--- config.mk ---
export PLATFORM = sky130hd
export DESIGN_NAME = ffba_ctrl
export DESIGN_NICKNAME = d
export VERILOG_FILES = /design/src/ffba_pkg.sv /design/src/ffba_ctrl.sv
export SDC_FILE = /design/constraint.sdc
export NUM_CORES = 1
export LEC_CHECK = 0
export ABC_CLOCK_PERIOD_IN_PS = 1980
export BUFFER_PORTS_ARGS = -buffer_cell sky130_fd_sc_hd__buf_2
export CAP_MARGIN = 20
export CELL_PAD_IN_SITES_DETAIL_PLACEMENT = 1
export CELL_PAD_IN_SITES_GLOBAL_PLACEMENT = 1
export CORE_UTILIZATION = 29
export DETAILED_ROUTE_END_ITERATION = 6
export PLACE_DENSITY = 0.78
export SYNTH_ARGS = -nofsm -noshare
export SYNTH_HDL_FRONTEND = slang
export SYNTH_SLANG_ARGS = --single-unit
--- constraint.sdc ---
create_clock -name aclk -period 1.98 [get_ports aclk]
set_input_delay 0.198 -clock aclk [delete_from_list [all_inputs] [get_ports aclk]]
set_output_delay 0.198 -clock aclk [all_outputs]
set_load 0.02 [all_outputs]
--- src/ffba_pkg.sv ---
// Shared types, constants and status codes of the first-fit block allocator.
// No dependencies; imported by the datapath, controller, top level and checker.
`default_nettype none

package ffba_pkg;

    localparam int MAX_BLOCKS = 256;
    localparam int IDX_W      = $clog2(MAX_BLOCKS);
    localparam int CNT_W      = IDX_W + 1;
    localparam int ADDR_W     = 24;
    localparam int HDR_W      = 8;
    localparam int SLOT_W     = 8;
    localparam int STATUS_W   = 3;
    localparam int CFG_IDX_W  = 2;
    localparam int CFG_DATA_W = 24;

    localparam logic [CFG_IDX_W-1:0] REG_HEAP_LIMIT   = 2'd0;
    localparam logic [CFG_IDX_W-1:0] REG_HEADER_BYTES = 2'd1;

    localparam logic [ADDR_W-1:0] HEAP_LIMIT_RESET = 24'd65536;
    localparam logic [HDR_W-1:0]  HEADER_RESET     = 8'd16;

    localparam logic [STATUS_W-1:0] ST_REUSED   = 3'd0;
    localparam logic [STATUS_W-1:0] ST_NEW      = 3'd1;
    localparam logic [STATUS_W-1:0] ST_ZERO     = 3'd2;
    localparam logic [STATUS_W-1:0] ST_NO_ROOM  = 3'd3;
    localparam logic [STATUS_W-1:0] ST_FULL     = 3'd4;
    localparam logic [STATUS_W-1:0] ST_MARKED   = 3'd5;
    localparam logic [STATUS_W-1:0] ST_RELEASED = 3'd6;
    localparam logic [STATUS_W-1:0] ST_BAD_IDX  = 3'd7;

    localparam logic OP_ALLOC = 1'b0;
    localparam logic OP_FREE  = 1'b1;

    typedef struct packed {
        logic                is_free;
        logic [ADDR_W-1:0]   start;
        logic [ADDR_W-1:0]   size;
    } entry_t;

    typedef struct packed {
        logic                latch_req;
        logic                scan_clear;
        logic                scan_issue;
        logic                free_issue;
        logic                commit;
        logic [STATUS_W-1:0] code;
        logic                load_out;
    } cmd_t;

    typedef struct packed {
        logic op_free;
        logic size_zero;
        logic bad_index;
        logic is_last;
        logic hit;
        logic scan_done;
        logic room_ok;
        logic table_full;
    } sts_t;

endpackage

`default_nettype wire

--- src/ffba_ctrl.sv ---
// Controller state machine: sequences accept, table scan or free, commit and output.
// Depends on ffba_pkg; talks to ffba_datapath through cmd_t and sts_t.
`default_nettype none

module ffba_ctrl (
    input  wire logic           aclk,
    input  wire logic           aresetn,
    input  wire logic           s_valid,
    output logic                s_ready,
    output logic                m_valid,
    input  wire logic           m_ready,
    input  wire ffba_pkg::sts_t sts,
    output ffba_pkg::cmd_t      cmd
);
    import ffba_pkg::*;

    localparam logic [2:0] S_IDLE      = 3'd0;
    localparam logic [2:0] S_DISPATCH  = 3'd1;
    localparam logic [2:0] S_SCAN      = 3'd2;
    localparam logic [2:0] S_FREE_WAIT = 3'd3;
    localparam logic [2:0] S_OUT       = 3'd4;

    logic [2:0] state_reg, state_next;
    logic       m_valid_reg, m_valid_next;

    always_comb begin
        state_next   = state_reg;
        m_valid_next = m_valid_reg && !m_ready;
        cmd          = '0;
        cmd.code     = ST_ZERO;
        s_ready      = 1'b0;
        case (state_reg)
            S_IDLE: begin
                s_ready = 1'b1;
                if (s_valid) begin
                    cmd.latch_req = 1'b1;
                    state_next    = S_DISPATCH;
                end
            end
            S_DISPATCH: begin
                cmd.scan_clear = 1'b1;
                if (!sts.op_free) begin
                    if (sts.size_zero) begin
                        cmd.commit = 1'b1;
                        cmd.code   = ST_ZERO;
                        state_next = S_OUT;
                    end else begin
                        state_next = S_SCAN;
                    end
                end else if (sts.bad_index) begin
                    cmd.commit = 1'b1;
                    cmd.code   = ST_BAD_IDX;
                    state_next = S_OUT;
                end else begin
                    cmd.free_issue = 1'b1;
                    state_next     = S_FREE_WAIT;
                end
            end
            S_SCAN: begin
                if (sts.hit) begin
                    cmd.commit = 1'b1;
                    cmd.code   = ST_REUSED;
                    state_next = S_OUT;
                end else if (sts.scan_done) begin
                    // no free block fits: try to append at the heap top
                    cmd.commit = 1'b1;
                    if (!sts.room_ok) begin
                        cmd.code = ST_NO_ROOM;
                    end else if (sts.table_full) begin
                        cmd.code = ST_FULL;
                    end else begin
                        cmd.code = ST_NEW;
                    end
                    state_next = S_OUT;
                end else begin
                    cmd.scan_issue = 1'b1;
                end
            end
            S_FREE_WAIT: begin
                cmd.commit = 1'b1;
                cmd.code   = sts.is_last ? ST_RELEASED : ST_MARKED;
                state_next = S_OUT;
            end
            S_OUT: begin
                if (!m_valid_reg || m_ready) begin
                    cmd.load_out = 1'b1;
                    m_valid_next = 1'b1;
                    state_next   = S_IDLE;
                end
            end
            default: begin
                state_next = S_IDLE;
            end
        endcase
    end

    always_ff @(posedge aclk) begin
        if (!aresetn) begin
            state_reg   <= S_IDLE;
            m_valid_reg <= 1'b0;
        end else begin
            state_reg   <= state_next;
            m_valid_reg <= m_valid_next;
        end
    end

    assign m_valid = m_valid_reg;

endmodule

`default_nettype wire

==> flow_metrics.tcl <==
set metrics [dict create \
    outcome "finished clean" \
    area_delta_synth_final_pct 33.2 \
    drive_gt1_share_pct 40.5 \
    crit_path_end_kind "output pin" \
    power_density_nw_per_um2 635 \
    final_nets 88 \
    leakagePower_nw 0.248 \
    largest_register_ffs 3 \
    via_per_inst 5.03 \
    top_layer "met3" \
    setup_tns_ns 0 \
    antenna_found_initial 0 \
    startpoint_type "flip-flop" \
    cts_tree "done" \
    yosysUniqueCellTypes 25 \
    die-area_sq_um 1490 \
    cts_hold_buf 0 \
    post-synth-top-count-cell "nor2_1" \
    cts_setup_buffers 0 \
    wl_per_cell_microns 12.1 \
    place_inst 85 \
    drt_pass1_iterations 3 \
    syn_nets 64 \
    clock_latency_ns 0.23 \
    synth-seq-area-share_pct 20.6 \
    fp.dieH_microns 38.6 \
    crit_arrival_ns 1.48 \
    grt_max_degree 15 \
    crit_path_max_incr_delay_ns 0.46 \
    synth.largest_area_cell "dfxtp_1" \
    finalSetupViolCount 0 \
    peakVddDrop_v 0.000294 \
    cap_violations 0 \
    core_area_sq_um 1170 \
    critical_path_buf_inv_count 1 \
    drc 0 \
    yosysWarnings 0 \
    dr_wl_met2_microns 522 \
    cts_resized 0 \
    rows 12 \
    drtIter0Drc 5 \
    finalHoldViolCount 0 \
    n_antenna_cell 0 \
    crit_fanout 14 \
    drt-met1-wl_microns 484 \
    finalCriticalPeriod_ns 1.68 \
    fin_crit_sh_pct 84.9 \
    cts_buffers 3 \
    synth.avg_cell_area_sq_um 7.46 \
    hold_class "in2reg" \
    grt_pass1_wl_microns 1700 \
    grt_usage_pct 17.0 \
    timing.fmax_ghz 0.595 \
    overflow 0 \
    vias 443 \
    dr_wl_met3_microns 62 \
    synth_area_leaders "dfxtp_1, nor2_1, nor2b_1, nor3b_2, and4b_1" \
    hpwl_microns 849 \
    tightest_slew_ns 0.431 \
    rsz0062_at_grt "no" \
    clock_skew_ns 0.00319 \
    htree_levels 1 \
    synth_edf_count 0 \
    ctsRootBufferMaster "clkbuf_4" \
    crit_chain "or3_4 -> a22oi_1 -> nor2_1 -> buf_2" \
    grt_pass1_vias 396 \
    ys_ff_latch 4 \
    p_total_w 0.000328 \
    synthFlopType "dfxtp_1" \
    ant_nets 0 \
    die_x_microns 38.6 \
    critical_path_required_ns 1.78 \
    synth_commonest_cells "nor2_1, dfxtp_1, nor2b_1" \
    criticalPathCategory "reg2out" \
    port_buffers 22 \
    cpLargestDelayFamily "simple AND/OR/NAND/NOR gates" \
    cts.sinks 4 \
    slew_violations 0 \
    async_flop_share_pct 0 \
    io_pins 23 \
    syn_area_sq_um 388 \
    syn_inst 52 \
    slew_headroom_pct 71.2 \
    wirelength_microns 1070 \
    stdcell_count 88 \
    gp_congestion 0.790 \
    clk_path_buf_depth 2 \
    slowest_stage "or3_4" \
    start_util_pct 33.1 \
    path_clk_slew_ns 0.03 \
    synth_top_area_share_pct 20.6 \
]
routing by layer:
| metal | global-route usage [%] | vias to the layer above |
|---|---|---|
| met1 | 20.3 | 199 |
| met2 | 29.6 | 15 |
| met5 | 0 | - |
| li1 | - | 229 |
| met3 | 7.51 | 0 |
| met4 | 0 | 0 |
cells in the final DEF (no fill, tap or decap), drive strengths merged:
cell type   n
and3b       1
a211oi      1
nand4       1
or2b        1
nand2       3
dfxtp       4
nor2b       4
nand3b      1
inv         3
nor3b       4
a22oi       2
and2        2
a21oi       3
nand3       1
or3         1
mux2        1
nor3        2
o21ai       3
buf        22
clkbuf      3
and4b       2
nor2        7
o21a        1
o22ai       1
cells by family after synthesis:
logic type      after synthesis  share of synthesized area (%)
compound gates               11                           18.7
flops                         4                           20.6
buf+inv                       6                           8.39
mux                           1                           2.90
simple gates                 30                           49.4
through the flow:
step / setup WS, ns / hold WS [ns] / cell area (sq um) / util, %
after CTS: 0.289 / 0.251 / 517 / 44.1
after global routing: 0.225 / 0.271 / 517 / 44.1
final: 0.299 / 0.247 / 517 / 44.1
after detailed placement: 0.538 / 0.484 / 494 / 42.2
after floorplan: 0.411 / 0.359 / 388 / -
after global placement: 0.575 / 0.482 / 494 / 42.2
area by class of cell:
class	instances	area [sq um]
well taps	14	17.5
fillers	162	654
clock buffers	3	22.5
repair buffers	22	110
multi-input cells	42	275
inverters	3	11.3
flip-flops and latches	4	80.1
worst paths after layout:
path                              from                        end  slack (ns)  cells after the start
max          state_reg[0]$_SDFFE_PN0P_                     cmd[4]        0.30                      4
min                            aresetn         m_valid$_SDFF_PN0_        0.25                      3
max reg2reg  state_reg[2]$_SDFFE_PN0P_  state_reg[2]$_SDFFE_PN0P_        0.73                      3
min reg2reg         m_valid$_SDFF_PN0_         m_valid$_SDFF_PN0_        0.65                      3
worst min-delay path: stages:
cell    delay, ns
buf_2        0.08
inv_1        0.06
nor2_1       0.10
where the power goes:
group          leakage (nW)  internal (W)  switching (W)
Combinational         0.201     0.0000550      0.0000667
Clock                0.0138     0.0000677      0.0000317
Sequential           0.0327     0.0000877      0.0000191
Power figures use the tool's default switching activity.
